**src/sv/wav_hdr_pkg.sv**
```systemverilog
// Shared types and constants for the WAVE header parser.
`timescale 1ns / 1ps

package wav_hdr_pkg;

	// Four-character tags as they appear when read as little-endian words.
	localparam logic [31:0] TAG_RIFF = 32'h4646_4952;
	localparam logic [31:0] TAG_WAVE = 32'h4556_4157;
	localparam logic [31:0] TAG_FMT  = 32'h2074_6D66;
	localparam logic [31:0] TAG_FACT = 32'h7463_6166;
	localparam logic [31:0] TAG_DATA = 32'h6174_6164;

	// Only a 16-byte format chunk is accepted; a fact chunk carries one word.
	localparam logic [31:0] FMT_SIZE  = 32'd16;
	localparam logic [31:0] FACT_SIZE = 32'd4;

	// Divider geometry: data size over block align.
	localparam int DIV_N_W = 32;
	localparam int DIV_D_W = 16;

	// Result status codes.
	typedef enum logic [2:0] {
		ST_OK         = 3'd0,
		ST_NOT_RIFF   = 3'd1,
		ST_NOT_WAVE   = 3'd2,
		ST_BAD_FMT    = 3'd3,
		ST_ZERO_ALIGN = 3'd4
	} status_t;

	// Commands from the controller to the datapath.
	typedef struct packed {
		logic    clear;      // restart: parse phase back to RIFF, chunk and format state to zero
		logic    shift;      // shift the byte into the word assembler
		logic    load_tag;   // latch the chunk tag
		logic    load_skip;  // load the skip counter from the assembled size
		logic    fmt_skip;   // load the skip counter with the format size
		logic    dec_skip;   // count one payload byte
		logic    store_fmt;  // store the byte into the format fields
		logic    load_fact;  // latch the fact frame count
		logic    emit_err;   // produce an error result
		status_t err_code;
		logic    emit_data;  // produce the data result
	} ctrl_cmd_t;

	// Status from the datapath to the controller.
	typedef struct packed {
		logic word_full;
		logic w_riff;
		logic w_wave;
		logic w_fmt_size;
		logic w_fact_size;
		logic w_zero;
		logic tag_fmt;
		logic tag_fact;
		logic tag_data;
		logic skip_last;
		logic div_busy;
		logic out_valid;
	} dp_stat_t;

endpackage

```
**src/sv/wav_hdr_div.sv**
```systemverilog
// Restoring divider, one quotient bit per cycle.
`timescale 1ns / 1ps

module wav_hdr_div (
	input  logic                          clk,
	input  logic                          arst_n,
	input  logic                          start,
	input  logic [wav_hdr_pkg::DIV_N_W-1:0] dividend,
	input  logic [wav_hdr_pkg::DIV_D_W-1:0] divisor,
	output logic                          busy,
	output logic                          done,
	output logic [wav_hdr_pkg::DIV_N_W-1:0] quotient
);
	import wav_hdr_pkg::*;

	localparam int CNT_W = $clog2(DIV_N_W);

	logic               busy_q;
	logic [CNT_W-1:0]   cnt_q;
	logic [DIV_N_W-1:0] quo_q;
	logic [DIV_D_W:0]   rem_q;
	logic [DIV_D_W-1:0] den_q;
	logic [DIV_D_W:0]   rem_shift;
	logic               ge;

	// One trial subtraction per step.
	always_comb begin
		rem_shift = {rem_q[DIV_D_W-1:0], quo_q[DIV_N_W-1]};
		ge        = (rem_shift >= {1'b0, den_q});
	end

	// Control: step counter and busy flag.
	always_ff @(posedge clk or negedge arst_n) begin
		if (!arst_n) begin
			busy_q <= 1'b0;
			cnt_q  <= '0;
		end else if (start) begin
			busy_q <= 1'b1;
			cnt_q  <= CNT_W'(DIV_N_W - 1);
		end else if (busy_q) begin
			if (cnt_q == '0) begin
				busy_q <= 1'b0;
			end
			cnt_q <= cnt_q - CNT_W'(1);
		end
	end

	// Operands: the quotient register shifts the dividend out as quotient bits come in.
	always_ff @(posedge clk) begin
		if (start) begin
			quo_q <= dividend;
			rem_q <= '0;
			den_q <= divisor;
		end else if (busy_q) begin
			quo_q <= {quo_q[DIV_N_W-2:0], ge};
			rem_q <= ge ? (rem_shift - {1'b0, den_q}) : rem_shift;
		end
	end

	assign busy     = busy_q;
	assign done     = busy_q && (cnt_q == '0);
	assign quotient = {quo_q[DIV_N_W-2:0], ge};

endmodule

```
**src/sv/wav_hdr_ctrl.sv**
```systemverilog
// Parse-phase state machine of the WAVE header parser.
`timescale 1ns / 1ps

module wav_hdr_ctrl (
	input  logic                   clk,
	input  logic                   arst_n,
	input  logic                   in_valid,
	input  logic                   operation,
	input  wav_hdr_pkg::dp_stat_t  stat,
	output logic                   in_stall,
	output wav_hdr_pkg::ctrl_cmd_t cmd
);
	import wav_hdr_pkg::*;

	typedef enum logic [8:0] {
		PH_RIFF  = 9'b0_0000_0001,
		PH_RSIZE = 9'b0_0000_0010,
		PH_WAVE  = 9'b0_0000_0100,
		PH_CTAG  = 9'b0_0000_1000,
		PH_CSIZE = 9'b0_0001_0000,
		PH_FMT   = 9'b0_0010_0000,
		PH_FACT  = 9'b0_0100_0000,
		PH_SKIP  = 9'b0_1000_0000,
		PH_DONE  = 9'b1_0000_0000
	} phase_t;

	phase_t phase_q;
	phase_t phase_d;
	logic   in_fire;

	// Hold the input during a division, and while a result waits unless parsing is over.
	assign in_stall = stat.div_busy || (stat.out_valid && (phase_q != PH_DONE));
	assign in_fire  = in_valid && !in_stall;

	// Next phase and datapath commands for the accepted beat.
	always_comb begin
		phase_d = phase_q;
		cmd     = '0;
		cmd.err_code = ST_OK;
		if (in_fire) begin
			if (operation) begin
				cmd.clear = 1'b1;
				phase_d   = PH_RIFF;
			end else begin
				unique case (phase_q)
					PH_FMT: begin
						cmd.store_fmt = 1'b1;
						cmd.dec_skip  = 1'b1;
						if (stat.skip_last) begin
							phase_d = PH_CTAG;
						end
					end
					PH_SKIP: begin
						cmd.dec_skip = 1'b1;
						if (stat.skip_last) begin
							phase_d = PH_CTAG;
						end
					end
					PH_DONE: begin
						phase_d = PH_DONE;
					end
					PH_RIFF: begin
						cmd.shift = 1'b1;
						if (stat.word_full) begin
							if (stat.w_riff) begin
								phase_d = PH_RSIZE;
							end else begin
								cmd.emit_err = 1'b1;
								cmd.err_code = ST_NOT_RIFF;
								phase_d      = PH_DONE;
							end
						end
					end
					PH_RSIZE: begin
						cmd.shift = 1'b1;
						if (stat.word_full) begin
							phase_d = PH_WAVE;
						end
					end
					PH_WAVE: begin
						cmd.shift = 1'b1;
						if (stat.word_full) begin
							if (stat.w_wave) begin
								phase_d = PH_CTAG;
							end else begin
								cmd.emit_err = 1'b1;
								cmd.err_code = ST_NOT_WAVE;
								phase_d      = PH_DONE;
							end
						end
					end
					PH_CTAG: begin
						cmd.shift = 1'b1;
						if (stat.word_full) begin
							cmd.load_tag = 1'b1;
							phase_d      = PH_CSIZE;
						end
					end
					PH_CSIZE: begin
						cmd.shift = 1'b1;
						if (stat.word_full) begin
							if (stat.tag_fmt) begin
								if (stat.w_fmt_size) begin
									cmd.fmt_skip = 1'b1;
									phase_d      = PH_FMT;
								end else begin
									cmd.emit_err = 1'b1;
									cmd.err_code = ST_BAD_FMT;
									phase_d      = PH_DONE;
								end
							end else if (stat.tag_fact && stat.w_fact_size) begin
								phase_d = PH_FACT;
							end else if (stat.tag_data) begin
								cmd.emit_data = 1'b1;
								phase_d       = PH_DONE;
							end else if (stat.w_zero) begin
								phase_d = PH_CTAG;
							end else begin
								cmd.load_skip = 1'b1;
								phase_d       = PH_SKIP;
							end
						end
					end
					PH_FACT: begin
						cmd.shift = 1'b1;
						if (stat.word_full) begin
							cmd.load_fact = 1'b1;
							phase_d       = PH_CTAG;
						end
					end
					default: begin
						phase_d = PH_RIFF;
					end
				endcase
			end
		end
	end

	// Phase register.
	always_ff @(posedge clk or negedge arst_n) begin
		if (!arst_n) begin
			phase_q <= PH_RIFF;
		end else begin
			phase_q <= phase_d;
		end
	end

endmodule

```
**src/sv/wav_hdr_dp.sv**
```systemverilog
// Datapath: word assembly, captured format fields, skip counter and result register.
`timescale 1ns / 1ps

module wav_hdr_dp (
	input  logic                   clk,
	input  logic                   arst_n,
	input  logic [7:0]             data_byte,
	input  wav_hdr_pkg::ctrl_cmd_t cmd,
	input  logic                   out_stall,
	output wav_hdr_pkg::dp_stat_t  stat,
	output logic                   out_valid,
	output logic [2:0]             status,
	output logic [15:0]            format_tag,
	output logic [15:0]            channel_count,
	output logic [31:0]            sample_rate,
	output logic [31:0]            byte_rate,
	output logic [15:0]            block_align,
	output logic [15:0]            bits_per_sample,
	output logic [31:0]            data_size,
	output logic [31:0]            frame_count
);
	import wav_hdr_pkg::*;

	logic [31:0] asm_q;
	logic [1:0]  idx_q;
	logic [31:0] ctag_q;
	logic [31:0] skip_q;
	logic [15:0] cap_tag_q;
	logic [15:0] cap_chan_q;
	logic [31:0] cap_rate_q;
	logic [31:0] cap_brate_q;
	logic [15:0] cap_align_q;
	logic [15:0] cap_bits_q;
	logic [31:0] fact_q;

	logic        out_valid_q;
	status_t     status_q;
	logic [15:0] o_tag_q;
	logic [15:0] o_chan_q;
	logic [31:0] o_rate_q;
	logic [31:0] o_brate_q;
	logic [15:0] o_align_q;
	logic [15:0] o_bits_q;
	logic [31:0] o_size_q;
	logic [31:0] o_frames_q;

	logic [31:0] word;
	logic [3:0]  fmt_pos;
	logic        div_start;
	logic        div_busy;
	logic        div_done;
	logic [31:0] div_quo;
	logic        emit_now;

	// The word completed by this byte, little-endian.
	assign word    = {data_byte, asm_q[31:8]};
	assign fmt_pos = 4'(FMT_SIZE[4:0] - skip_q[4:0]);

	// A data result needs the divider only without a fact count and with a nonzero align.
	assign div_start = cmd.emit_data && (fact_q == '0) && (cap_align_q != '0);
	assign emit_now  = cmd.emit_err || (cmd.emit_data && !div_start);

	// Status towards the controller.
	always_comb begin
		stat             = '0;
		stat.word_full   = (idx_q == 2'd3);
		stat.w_riff      = (word == TAG_RIFF);
		stat.w_wave      = (word == TAG_WAVE);
		stat.w_fmt_size  = (word == FMT_SIZE);
		stat.w_fact_size = (word == FACT_SIZE);
		stat.w_zero      = (word == '0);
		stat.tag_fmt     = (ctag_q == TAG_FMT);
		stat.tag_fact    = (ctag_q == TAG_FACT);
		stat.tag_data    = (ctag_q == TAG_DATA);
		stat.skip_last   = (skip_q == 32'd1);
		stat.div_busy    = div_busy;
		stat.out_valid   = out_valid_q;
	end

	// Word assembler and chunk bookkeeping.
	always_ff @(posedge clk or negedge arst_n) begin
		if (!arst_n) begin
			asm_q  <= '0;
			idx_q  <= '0;
			ctag_q <= '0;
			skip_q <= '0;
			fact_q <= '0;
		end else if (cmd.clear) begin
			asm_q  <= '0;
			idx_q  <= '0;
			ctag_q <= '0;
			skip_q <= '0;
			fact_q <= '0;
		end else begin
			if (cmd.shift) begin
				asm_q <= word;
				idx_q <= idx_q + 2'd1;
			end
			if (cmd.load_tag) begin
				ctag_q <= word;
			end
			if (cmd.load_skip) begin
				skip_q <= word;
			end else if (cmd.fmt_skip) begin
				skip_q <= FMT_SIZE;
			end else if (cmd.dec_skip) begin
				skip_q <= skip_q - 32'd1;
			end
			if (cmd.load_fact) begin
				fact_q <= word;
			end
		end
	end

	// Format chunk fields, filled one byte at a time.
	always_ff @(posedge clk or negedge arst_n) begin
		if (!arst_n) begin
			cap_tag_q   <= '0;
			cap_chan_q  <= '0;
			cap_rate_q  <= '0;
			cap_brate_q <= '0;
			cap_align_q <= '0;
			cap_bits_q  <= '0;
		end else if (cmd.clear) begin
			cap_tag_q   <= '0;
			cap_chan_q  <= '0;
			cap_rate_q  <= '0;
			cap_brate_q <= '0;
			cap_align_q <= '0;
			cap_bits_q  <= '0;
		end else if (cmd.store_fmt) begin
			case (fmt_pos)
				4'd0:  cap_tag_q[7:0]     <= data_byte;
				4'd1:  cap_tag_q[15:8]    <= data_byte;
				4'd2:  cap_chan_q[7:0]    <= data_byte;
				4'd3:  cap_chan_q[15:8]   <= data_byte;
				4'd4:  cap_rate_q[7:0]    <= data_byte;
				4'd5:  cap_rate_q[15:8]   <= data_byte;
				4'd6:  cap_rate_q[23:16]  <= data_byte;
				4'd7:  cap_rate_q[31:24]  <= data_byte;
				4'd8:  cap_brate_q[7:0]   <= data_byte;
				4'd9:  cap_brate_q[15:8]  <= data_byte;
				4'd10: cap_brate_q[23:16] <= data_byte;
				4'd11: cap_brate_q[31:24] <= data_byte;
				4'd12: cap_align_q[7:0]   <= data_byte;
				4'd13: cap_align_q[15:8]  <= data_byte;
				4'd14: cap_bits_q[7:0]    <= data_byte;
				default: cap_bits_q[15:8] <= data_byte;
			endcase
		end
	end

	// Frame count division.
	wav_hdr_div u_div (
		.clk      (clk),
		.arst_n   (arst_n),
		.start    (div_start),
		.dividend (word),
		.divisor  (cap_align_q),
		.busy     (div_busy),
		.done     (div_done),
		.quotient (div_quo)
	);

	// Result valid flag: set on a new result, cleared when the beat is taken.
	always_ff @(posedge clk or negedge arst_n) begin
		if (!arst_n) begin
			out_valid_q <= 1'b0;
		end else if (emit_now || div_done) begin
			out_valid_q <= 1'b1;
		end else if (out_valid_q && !out_stall) begin
			out_valid_q <= 1'b0;
		end
	end

	// Result payload.
	always_ff @(posedge clk) begin
		if (cmd.emit_err) begin
			status_q   <= cmd.err_code;
			o_tag_q    <= '0;
			o_chan_q   <= '0;
			o_rate_q   <= '0;
			o_brate_q  <= '0;
			o_align_q  <= '0;
			o_bits_q   <= '0;
			o_size_q   <= '0;
			o_frames_q <= '0;
		end else if (cmd.emit_data) begin
			o_tag_q   <= cap_tag_q;
			o_chan_q  <= cap_chan_q;
			o_rate_q  <= cap_rate_q;
			o_brate_q <= cap_brate_q;
			o_align_q <= cap_align_q;
			o_bits_q  <= cap_bits_q;
			o_size_q  <= word;
			if (fact_q != '0) begin
				status_q   <= ST_OK;
				o_frames_q <= fact_q;
			end else if (cap_align_q == '0) begin
				status_q   <= ST_ZERO_ALIGN;
				o_frames_q <= '0;
			end else begin
				status_q <= ST_OK;
			end
		end else if (div_done) begin
			o_frames_q <= div_quo;
		end
	end

	assign out_valid       = out_valid_q;
	assign status          = status_q;
	assign format_tag      = o_tag_q;
	assign channel_count   = o_chan_q;
	assign sample_rate     = o_rate_q;
	assign byte_rate       = o_brate_q;
	assign block_align     = o_align_q;
	assign bits_per_sample = o_bits_q;
	assign data_size       = o_size_q;
	assign frame_count     = o_frames_q;

endmodule

```
**src/sv/wav_header_parser.sv**
```systemverilog
// Result: out_valid rises in the cycle after the last byte of the data chunk size when the
// frame count comes from a fact chunk or block align is zero; otherwise it waits for the divider.
// Throughput: one byte per cycle; the input stalls while the 32-step bit-serial
// frame-count divider runs, and while a result is held unless the parser has finished the file.
// Reset: asynchronous, active low; the parser returns to expecting the RIFF tag with all
// captured fields zero and no result pending.
`timescale 1ns / 1ps

module wav_header_parser (
	input  logic        clk,
	input  logic        arst_n,
	input  logic        in_valid,
	output logic        in_stall,
	input  logic        operation,
	input  logic [7:0]  data_byte,
	output logic        out_valid,
	input  logic        out_stall,
	output logic [2:0]  status,
	output logic [15:0] format_tag,
	output logic [15:0] channel_count,
	output logic [31:0] sample_rate,
	output logic [31:0] byte_rate,
	output logic [15:0] block_align,
	output logic [15:0] bits_per_sample,
	output logic [31:0] data_size,
	output logic [31:0] frame_count
);
	import wav_hdr_pkg::*;

	ctrl_cmd_t cmd;
	dp_stat_t  stat;

	// Phase controller.
	wav_hdr_ctrl u_ctrl (
		.clk       (clk),
		.arst_n    (arst_n),
		.in_valid  (in_valid),
		.operation (operation),
		.stat      (stat),
		.in_stall  (in_stall),
		.cmd       (cmd)
	);

	// Datapath with result register.
	wav_hdr_dp u_dp (
		.clk             (clk),
		.arst_n          (arst_n),
		.data_byte       (data_byte),
		.cmd             (cmd),
		.out_stall       (out_stall),
		.stat            (stat),
		.out_valid       (out_valid),
		.status          (status),
		.format_tag      (format_tag),
		.channel_count   (channel_count),
		.sample_rate     (sample_rate),
		.byte_rate       (byte_rate),
		.block_align     (block_align),
		.bits_per_sample (bits_per_sample),
		.data_size       (data_size),
		.frame_count     (frame_count)
	);

endmodule

```
**config.mk**
```make
export PLATFORM = sky130hd
export DESIGN_NAME = wav_header_parser
export DESIGN_NICKNAME = d
export VERILOG_FILES = /design/src/sv/wav_hdr_pkg.sv /design/src/sv/wav_hdr_div.sv /design/src/sv/wav_hdr_ctrl.sv /design/src/sv/wav_hdr_dp.sv /design/src/sv/wav_header_parser.sv
export SDC_FILE = /design/constraint.sdc
export NUM_CORES = 1
export LEC_CHECK = 0
export ABC_AREA = 0
export ABC_CLOCK_PERIOD_IN_PS = 4400
export BUFFER_PORTS_ARGS = -buffer_cell sky130_fd_sc_hd__buf_4
export CAP_MARGIN = 25
export CORE_MARGIN = 4
export CORE_UTILIZATION = 45
export DETAILED_ROUTE_END_ITERATION = 8
export PLACE_DENSITY = 0.65
export SLEW_MARGIN = 15
export SYNTH_ARGS = -nofsm -noshare
export SYNTH_HDL_FRONTEND = slang
export SYNTH_HIERARCHICAL = 1
export SYNTH_SLANG_ARGS = --single-unit
export TNS_END_PERCENT = 1
```
**constraint.sdc**
```tcl
create_clock -name clk -period 4.4 [get_ports clk]
set_clock_uncertainty 0.05 [all_clocks]
set_input_delay 0.66 -clock clk [delete_from_list [all_inputs] [get_ports clk]]
set_output_delay 0.66 -clock clk [all_outputs]
set_load 0.02 [all_outputs]
```
==> impl_metrics.yaml, run 1 <==
placed_design:
  placed_cell_area_mm2: 0.0265
  gp_congestion: 0.893
  portBuffers: 209
  hpwlAfterDp_um: 46200
layout:
  drive_gt1_share_pct: 18.3
  layout_commonest_cell: "nor2_1"
  stdcell_area_mm2: 0.0283
  num-nets-final: 2530
  syn_to_final_growth_pct: 16.4
  final_cell_mix: "nor2_1, mux2i_1, buf_4"
  insertedDiodeCount: 0
synth:
  ys_ff_latch: 525
  yosysTopAreaCellShare_pct: 27.3
  synth_edf_count: 51
  synth_area_leaders: "dfrtp_1, dfxtp_1, mux2i_1"
  yosys.area.top_type: "dfrtp_1"
  synth_cells: 2360
  ys_warn_count: 6
  synth_area_mm2: 0.0243
  syn_avg_cell_area_um2: 10.3
  ys_types: 92
  synth-async-reset-ratio_pct: 50.7
  yosysSeqAreaShare_pct: 50.8
  synth-main-ff-cell: "dfrtp_1"
  syn_nets: 2399
timing:
  fmax_ghz: 0.250
  min_period_over_period_pct: 90.9
  min_period_ns: 4.00
  finalSetupViolations: 0
  rsz0062_at_grt: "false"
  slew_headroom_pct: 33.0
  worstMarginPinSlew_ns: 1.01
  setup-tns-final_ns: 0
  timing_hold_violations_final: 0
  slew_viol_final: 0
critical_path:
  timing.rr.start: "u_dp/ctag_q[4]$_DFFE_PN0P_"
  timing.rr.end: "u_dp/frame_count[6]$_SDFFE_PP0P_"
  worstPathArrival_ns: 4.47
  cp_max_fo: 103
  endpoint_kind: "flop"
  r2r_cells: 11
  path_class: "flop to flop"
  r2r_slack_ns: 0.40
  critPathLaunchType: "flop"
  worstPathRequired_ns: 4.87
global_routing:
  grt_pass1_vias: 18071
  antenna_found_initial: 0
  overflow: 0
  grt_usage_pct: 24.0
  grt_pass1_wl_um: 109000
  grt_max_degree: 151
die:
  die_x_um: 241
  rows: 84
  ios: 210
  core_mm2: 0.0531
  start_util_pct: 45.8
  die-area_mm2: 0.0579
  die_h_um: 241
cts:
  cts_sinks: 525
  cts_buffers: 56
  post_cts_resized: 0
  htree_levels: 2
  post-cts-setup-buffers: 0
  tritoncts: "done"
  holdBufCountCts: 0
  clk_pin_slew_ns: 0.06
  clockRootBuffer: "clkbuf_16"
  cts.path.max_buffers: 3
  insertion_delay_ns: 0.61
pwr:
  powerDensity_mw_per_mm2: 405
  p_leak_nw: 12.6
  ir_drop_v: 0.000355
drt:
  drt_iter0_markers: 1646
  wl_um: 70300
  ant_nets: 0
  drc_errors: 0
  dr.pass1.iters: 6
  vias: 18373
  via_per_inst: 5.69
  wl_per_cell_um: 21.8
outcome:
  status: "finished clean"
flow_run:
  max-cap-violations: 0
min_path:
  worstHoldPathType: "input pin to async pin"
[Yosys cell counts, types with 7 or more instances]
cell,number
buf_1,30
mux2_4,7
buf_2,19
o22ai_1,36
a32oi_1,9
nor2_1,356
and2_1,8
xnor2_1,16
and3_1,12
nand3_1,29
a22oi_1,7
a21oi_1,71
or2_2,7
nand2_1,92
mux2i_1,351
xor2_1,13
a211oi_1,7
a21o_1,9
o211ai_1,7
nor4_1,40
or4_1,9
inv_1,70
o21ai_0,82
o21a_1,8
ha_1,25
nor3_1,33
buf_6,9
clkbuf_1,113
mux2_2,31
buf_4,37
or3_1,9
nand4_1,22
dfxtp_1,208
nand3b_1,54
o31ai_1,8
nand2b_1,69
o2111ai_1,7
edfxtp_1,51
dfrtp_1,265
[state kept, by name, indices dropped and copies added (netlist names), 24 cells and up]
register,cells
u_dp/skip_q,32
u_dp/byte_rate,32
u_dp/data_size,32
u_dp/frame_count,32
u_dp/u_div/quo_q,32
u_dp/cap_brate_q,32
u_dp/sample_rate,32
u_dp/cap_rate_q,32
u_dp/ctag_q,32
u_dp/fact_q,32
u_dp/asm_q,24
[layout make-up]
cell class                 count  area, µm²
sequential                   525      12400
clock buffer                  82       1660
inverter                      71        273
timing repair buffer         283       2250
tap                          688        861
clock inverter                24        183
multi-input combinational   1554      10700
fill                        4628      24700
[cells by family (layout without fill, tap and decap cells)]
group	count (synthesis)	in the layout	synth area share (%)
other	1	1	0.0154
xor gates and xnor gates	29	29	1.04
and+or+nand+nor	804	804	17.1
AOI/OAI and AO/OA	305	305	8.09
muxes	389	389	16.3
adders and majority gates	26	26	1.37
DFF	525	525	50.8
buffers and inverters	281	460	5.33
[through the flow]
| stage | hold slack (ns) | instances | power [mW] | util, % | worst slack, ns |
|---|---|---|---|---|---|
| after floorplan | 0.314 | 2360 | 6.20 | - | 0.0463 |
| after global placement | 0.412 | 3120 | 6.87 | 49.8 | 0.381 |
| after detailed placement | 0.420 | 3120 | 6.91 | 49.8 | 0.262 |
| after CTS | 0.0406 | 3226 | 11.6 | 53.3 | 0.233 |
| after global routing | 0.0488 | 3227 | 11.9 | 53.4 | 0.0799 |
| final | 0.00271 | 3227 | 11.5 | 53.4 | 0.399 |
[layer usage]
| layer | share of wire (%) | global-route usage, % | vias to the layer above | wire length [µm] |
|---|---|---|---|---|
| met3 | 6.8 | 5.43 | 111 | 4810 |
| li1 | - | - | 8547 | - |
| met4 | 2.9 | 7.21 | 0 | 2050 |
| met1 | 45 | 34.2 | 9114 | 31400 |
| met2 | 46 | 37.0 | 601 | 32000 |
| met5 | 0 | 0 | - | 0 |
[where the power goes]
| part | internal, mW | switching (mW) | total [mW] |
|---|---|---|---|
| Sequential | 5.07 | 0.290 | 5.36 |
| Clock | 2.68 | 1.98 | 4.66 |
| Combinational | 0.576 | 0.886 | 1.46 |
[how the worst max path moves through the flow]
stage                                    start                                to  slack, ns  cells past startpoint
global route        u_dp/ctag_q[4]$_DFFE_PN0P_  u_dp/frame_count[6]$_SDFFE_PP0P_       0.08                     11
finish              u_dp/ctag_q[4]$_DFFE_PN0P_  u_dp/frame_count[6]$_SDFFE_PP0P_       0.40                     11
global placement    u_dp/ctag_q[9]$_DFFE_PN0P_  u_dp/frame_count[0]$_SDFFE_PP0P_       0.38                     11
CTS                 u_dp/ctag_q[4]$_DFFE_PN0P_  u_dp/frame_count[6]$_SDFFE_PP0P_       0.23                     11
detailed placement  u_dp/ctag_q[4]$_DFFE_PN0P_  u_dp/frame_count[6]$_SDFFE_PP0P_       0.26                     11
floorplan           u_dp/ctag_q[4]$_DFFE_PN0P_     u_dp/u_div/quo_q[0]$_DFFE_PP_       0.05                     14
[critical path, stage by stage, from the launching register on]
cell and delay [ns]:
dfrtp_1 0.38, nor4b_1 0.39, nand4_1 0.20, or4b_2 0.70, nor4_2 0.30, nand3_1 0.22, nor2_4 0.23, buf_12 0.41
nand2b_1 0.10, or4b_1 0.53, buf_12 0.20, o22ai_1 0.19
Note: power is estimated with default switching activity, not from simulation.
==> inputs of run 2 (changes only) <==
- CTS_BUF_LIST: unset -> sky130_fd_sc_hd__clkbuf_2 sky130_fd_sc_hd__clkbuf_4 sky130_fd_sc_hd__clkbuf_8
==> run 2 against run 1 <==
Compared with the run above:
- clock power grew 2%
- utilization grew 0.32 points
- sequential power is essentially flat
- routed wire length grew 0.85%
- register-to-register slack is essentially flat
- cell count grew 2.1%
- combinational power is essentially flat
- die area is the same
- non-clock buffer count grew 1
- hold slack gained 0.18 ns
- critical path depth is the same
- flip-flop and latch count is the same
- critical path type unchanged
==> impl_metrics.yaml, run 2 (synthesis gave the netlist of run 1 again) <==
drt:
  ant_nets: 0
  dr.pass1.iters: 5
  wl_met2_um: 32600
  via_per_inst: 5.63
  vias: 18547
  wl_met1_um: 31000
  wl_met3_um: 5560
  drc_errors: 0
  highest_layer: "met4"
  wl_um: 70900
  wl_per_cell_um: 21.5
  drt_iter0_markers: 1635
placed_design:
  portBuffers: 209
  gp_congestion: 0.893
  dp.cells: 3120
  hpwlAfterDp_um: 46200
die:
  core_mm2: 0.0531
  die_h_um: 241
  die-area_mm2: 0.0579
  start_util_pct: 45.8
  rows: 84
  die_x_um: 241
  ios: 210
timing:
  rsz0062_at_grt: "false"
  fmax_ghz: 0.251
  setup-tns-final_ns: 0
  finalSetupViolations: 0
  slew_headroom_pct: 34.8
  min_period_ns: 3.99
  slew_viol_final: 0
  min_period_over_period_pct: 90.7
  timing_hold_violations_final: 0
  worstMarginPinSlew_ns: 0.978
critical_path:
  cp_common_cell: "buf_12"
  crit_chain: "nor4b_1 -> nand4_1 -> or4b_2 -> nor4_2 -> nand3_1 -> nor2_4 -> buf_12 -> nand2b_1 -> or4b_1 -> buf_12 -> o22ai_1"
  path_class: "flop to flop"
  endpoint_kind: "flop"
  slowest_delay_ns: 0.70
  worstPathArrival_ns: 4.54
  worstPathRequired_ns: 4.95
  crit_slowest_cell: "or4b_2"
  critPathLaunchType: "flop"
  cp_max_fo: 103
global_routing:
  antenna_found_initial: 0
  grt_pass1_vias: 18484
  grt_max_degree: 151
  grt_pass1_wl_um: 111000
  overflow: 0
  grt_usage_pct: 24.4
layout:
  drive_gt1_share_pct: 20.7
  layout_commonest_cell: "nor2_1"
  layout.cells.non_filler: 3294
  final_cell_mix: "nor2_1, mux2i_1, buf_4"
  num-nets-final: 2566
  syn_to_final_growth_pct: 17.1
  utilization_pct: 53.7
pwr:
  powerDensity_mw_per_mm2: 406
  p_leak_nw: 12.8
  ir_drop_v: 0.000232
cts:
  clockRootBuffer: "clkbuf_8"
  insertion_delay_ns: 0.69
  tritoncts: "done"
  htree_levels: 3
  cts_sinks: 525
  clk_pin_slew_ns: 0.06
  cts.path.max_buffers: 3
  cts_buffers: 91
outcome:
  status: "finished clean"
flow_run:
  max-cap-violations: 0
min_path:
  worstHoldPathType: "input pin to flop"
[run 2: cell count changes in the layout (fill, tap and decap cells not counted), moves of 3 or more]
cell	before	now
clkbuf_8	14	117
clkbuf_16	57	0
clkbuf_4	0	34
clkbuf_1	11	0
clkinv_2	15	12
inv_8	0	3
[run 2: where the power goes]
part	internal, mW	total, mW	switching [mW]	leakage (nW)
logic	0.576	1.46	0.886	5.90
registers	5.07	5.36	0.288	5.79
clock network	2.70	4.74	2.05	1.08
[run 2: cell type report]
type | instances | area (µm²)
Fill cell | 4647 | 24600
Sequential cell | 525 | 12400
Multi-Input combinational cell | 1554 | 10700
Timing Repair Buffer | 284 | 2260
Clock buffer | 151 | 1870
Tap cell | 688 | 861
Inverter | 71 | 273
Clock inverter | 20 | 134
Antenna cell | 1 | 2.50
[run 2: repair_timing]
| action | 4_1_cts | 5_1_grt |
|---|---|---|
| endpoints found under the setup margin | 0 | 32 |
| resized for setup | 0 | 1 |
| buffers inserted | 0 | 0 |
| hold buffers | 1 | 0 |
| endpoints found under the hold margin | 82 | 0 |
[run 2: worst paths after layout]
path | slack [ns] | endpoint | cells after the start | from
hold / removal | 0.18 | u_dp/out_valid$_DFFE_PN0P_ | 3 | out_stall
setup / recovery | 0.41 | u_dp/frame_count[6]$_SDFFE_PP0P_ | 11 | u_dp/ctag_q[4]$_DFFE_PN0P_
max in group asynchronous | 2.81 | u_dp/cap_rate_q[16]$_DFFE_PN0P_ | 3 | arst_n
setup reg to reg | 0.41 | u_dp/frame_count[6]$_SDFFE_PP0P_ | 11 | u_dp/ctag_q[4]$_DFFE_PN0P_
min in group asynchronous | 0.49 | u_dp/cap_tag_q[1]$_DFFE_PN0P_ | 2 | arst_n
hold reg to reg | 0.43 | u_dp/u_div/rem_q[8]$_SDFFE_PP0P_ | 2 | u_dp/u_div/rem_q[8]$_SDFFE_PP0P_
[run 2: worst max-delay path, delay by kind of cell, from the launching register on]
kind | cells | cell delay [ns]
AO/OA/AOI/OAI | 1 | 0.18
flip-flops | 1 | 0.38
buffers and inverters | 2 | 0.62
AND/OR/NAND/NOR | 8 | 2.66
[run 2: metrics by stage]
step           worst slack, ns  instance area [µm²]  power, mW  hold WS (ns)
2_1_floorplan           0.0463                24300       6.20         0.314
3_3_place_gp             0.381                26500       6.87         0.412
3_5_place_dp             0.262                26500       6.91         0.420
4_1_cts                  0.247                28500       11.7         0.128
5_1_grt                 0.0864                28500       12.1         0.166
6_report                 0.411                28500       11.6         0.184
[run 2: per-layer routing]
layer / vias to the layer above / global-route usage, %
li1: 8629 / -
met1: 9179 / 34.2
met2: 636 / 37.4
met3: 103 / 6.68
met4: 0 / 7.10
met5: - / 0
==> inputs of run 3 (changes only) <==
- ABC_AREA: 0 -> unset
- ABC_CLOCK_PERIOD_IN_PS: 4400 -> 3700
- PLACE_DENSITY: 0.65 -> unset
- SLEW_MARGIN: 15 -> 20
- clock period: 4.4 -> 3.7 ns (I/O delays scaled with it)
==> run 3 against run 2 <==
Compared with the run above:
- register-to-register slack worse by 0.28 ns
- global-route usage is 0.48 points higher
- first-iteration DRC count is 19% lower
- total power is 21% higher
- largest cell class unchanged
- maximum frequency is 12% higher
- via count is 0.78% higher
- combinational power is 28% higher
- design area is 1.9% higher
- highest routed layer unchanged
==> impl_metrics.yaml, run 3 (synthesis gave the netlist of run 1 again) <==
outcome:
  status: "finished clean"
layout:
  stdcell_area_mm2: 0.0291
  final_cell_mix: "nor2_1, mux2i_1, buf_4"
  utilization_pct: 54.7
  drive_gt1_share_pct: 22.4
  num-nets-final: 2613
  syn_to_final_growth_pct: 19.4
  multiInputGateArea_mm2: 0.0108
  insertedDiodeCount: 0
  ff_latch_area_mm2: 0.0124
  nFillCells: 4637
timing:
  fin_ws_ns: 0.132
  worstMarginPinSlew_ns: 0.772
  slew_viol_final: 0
  slew_headroom_pct: 48.6
  finalHoldWorstSlack_ns: 0.103
  min_period_over_period_pct: 96.4
  timing_hold_violations_final: 0
  fmax_ghz: 0.280
  finalSetupViolations: 0
  min_period_ns: 3.57
  rsz0062_at_grt: "false"
global_routing:
  antenna_found_initial: 0
  grt_pass1_vias: 18786
  grt_usage_pct: 24.9
  overflow: 0
  grt_max_degree: 119
  grt_pass1_wl_um: 113000
pwr:
  finalPower_mw: 13.9
  powerDensity_mw_per_mm2: 480
  ir_drop_v: 0.000301
  p_leak_nw: 13.1
drt:
  vias: 18691
  dr.pass1.iters: 5
  ant_nets: 0
  wl_met2_um: 33700
  drt_iter0_markers: 1318
  drc_errors: 0
  wl_met3_um: 4750
  wl_met1_um: 33100
  wl_um: 73300
  wl_per_cell_um: 21.9
  via_per_inst: 5.60
  highest_layer: "met4"
cts:
  cts_sinks: 525
  clk_pin_slew_ns: 0.06
  htree_levels: 3
  clockRootBuffer: "clkbuf_8"
  insertion_delay_ns: 0.68
  post-cts-setup-buffers: 0
  cts_buffers: 90
  tritoncts: "done"
  cts.path.max_buffers: 3
flow_run:
  max-cap-violations: 0
die:
  die_x_um: 241
  rows: 84
  core_mm2: 0.0531
  die-area_mm2: 0.0579
  ios: 210
  start_util_pct: 45.8
  die_h_um: 241
critical_path:
  crit_family: "simple AND/OR/NAND/NOR gates"
  worstPathRequired_ns: 4.25
  slowest_delay_ns: 0.59
  crit_slowest_cell: "or4_1"
  cp_common_cell: "nor2_1"
  r2r_cells: 12
  crit_chain: "nor4_1 -> buf_4 -> nand4_1 -> or4_1 -> nor2_1 -> and4b_1 -> nor2_1 -> nor2_4 -> nand2b_1 -> or4b_1 -> buf_12 -> o22ai_1"
  critPathLaunchType: "flop"
  crit_cells: 12
  worstPathArrival_ns: 4.12
  cp_max_fo: 32
  endpoint_kind: "flop"
  r2r_slack_ns: 0.13
  path_class: "flop to flop"
  path_buf_inv: 2
placed_design:
  gp_congestion: 0.897
  placed_cell_area_mm2: 0.0270
  portBuffers: 209
  hpwlAfterDp_um: 48200
  pre_cts_slack_ns: -0.0479
min_path:
  worstHoldPathType: "input pin to flop"
  hold_path_depth: 3
-- run 3: cell types whose count changed in the layout (fill, tap and decap cells not counted), sizes merged --
cell      delta
diode        -1
buf         +47
clkbuf       +4
clkinvlp     +1
bufinv       +2
clkinv       -7
-- run 3: final timing paths --
path | from | endpoint
max in group asynchronous | arst_n | u_dp/out_valid$_DFFE_PN0P_
max | u_dp/asm_q[31]$_DFFE_PN0P_ | u_dp/frame_count[29]$_SDFFE_PP0P_
max reg2reg | u_dp/asm_q[31]$_DFFE_PN0P_ | u_dp/frame_count[29]$_SDFFE_PP0P_
min | out_stall | u_dp/out_valid$_DFFE_PN0P_
min in group asynchronous | arst_n | u_dp/cap_tag_q[1]$_DFFE_PN0P_
min reg2reg | u_dp/u_div/rem_q[8]$_SDFFE_PP0P_ | u_dp/u_div/rem_q[8]$_SDFFE_PP0P_
-- run 3: metal layers --
layer,GRT usage [%],vias to the layer above
li1,-,8728
met1,35.2,9297
met2,38.8,577
met3,5.27,89
met4,7.68,0
met5,0,-
-- run 3: final cells by class --
type | count | share of cell area (%)
Timing Repair Buffer | 332 | 9.53
Clock inverter | 16 | 0.569
Sequential cell | 525 | 42.5
Inverter | 71 | 0.939
Multi-Input combinational cell | 1554 | 37.2
Clock buffer | 154 | 6.33
Tap cell | 688 | 2.96
-- run 3: power breakdown --
group          switching [mW]  total, mW  internal, mW  leakage [nW]
registers               0.294       6.33          6.03          5.79
logic                    1.14       1.87         0.732          6.21
clock network            2.46       5.74          3.28          1.08
total                    3.89       13.9          10.0          13.1
-- run 3: per-stage QoR --
| stage | TNS (ns) | std cells |
|---|---|---|
| 2_1_floorplan | -1.05 | 2360 |
| 3_3_place_gp | 0 | 3168 |
| 5_1_grt | 0 | 3340 |
| 6_report | 0 | 3340 |
| 3_5_place_dp | -1.88 | 3168 |
| 4_1_cts | 0 | 3339 |
-- run 3: tightest hold or removal path: cells and delay by family --
kind | cells | cell delay [ns]
compound gates | 2 | 0.12
buf+inv | 1 | 0.08
-- run 3: timing repair --
action / in CTS / in global routing
endpoints found under the setup margin: 65 / 169
gates resized for setup: 1 / 7
endpoints found under the hold margin: 66 / 0
hold buffers: 1 / 0
cloned: 0 / 1
pin swaps: 0 / 0
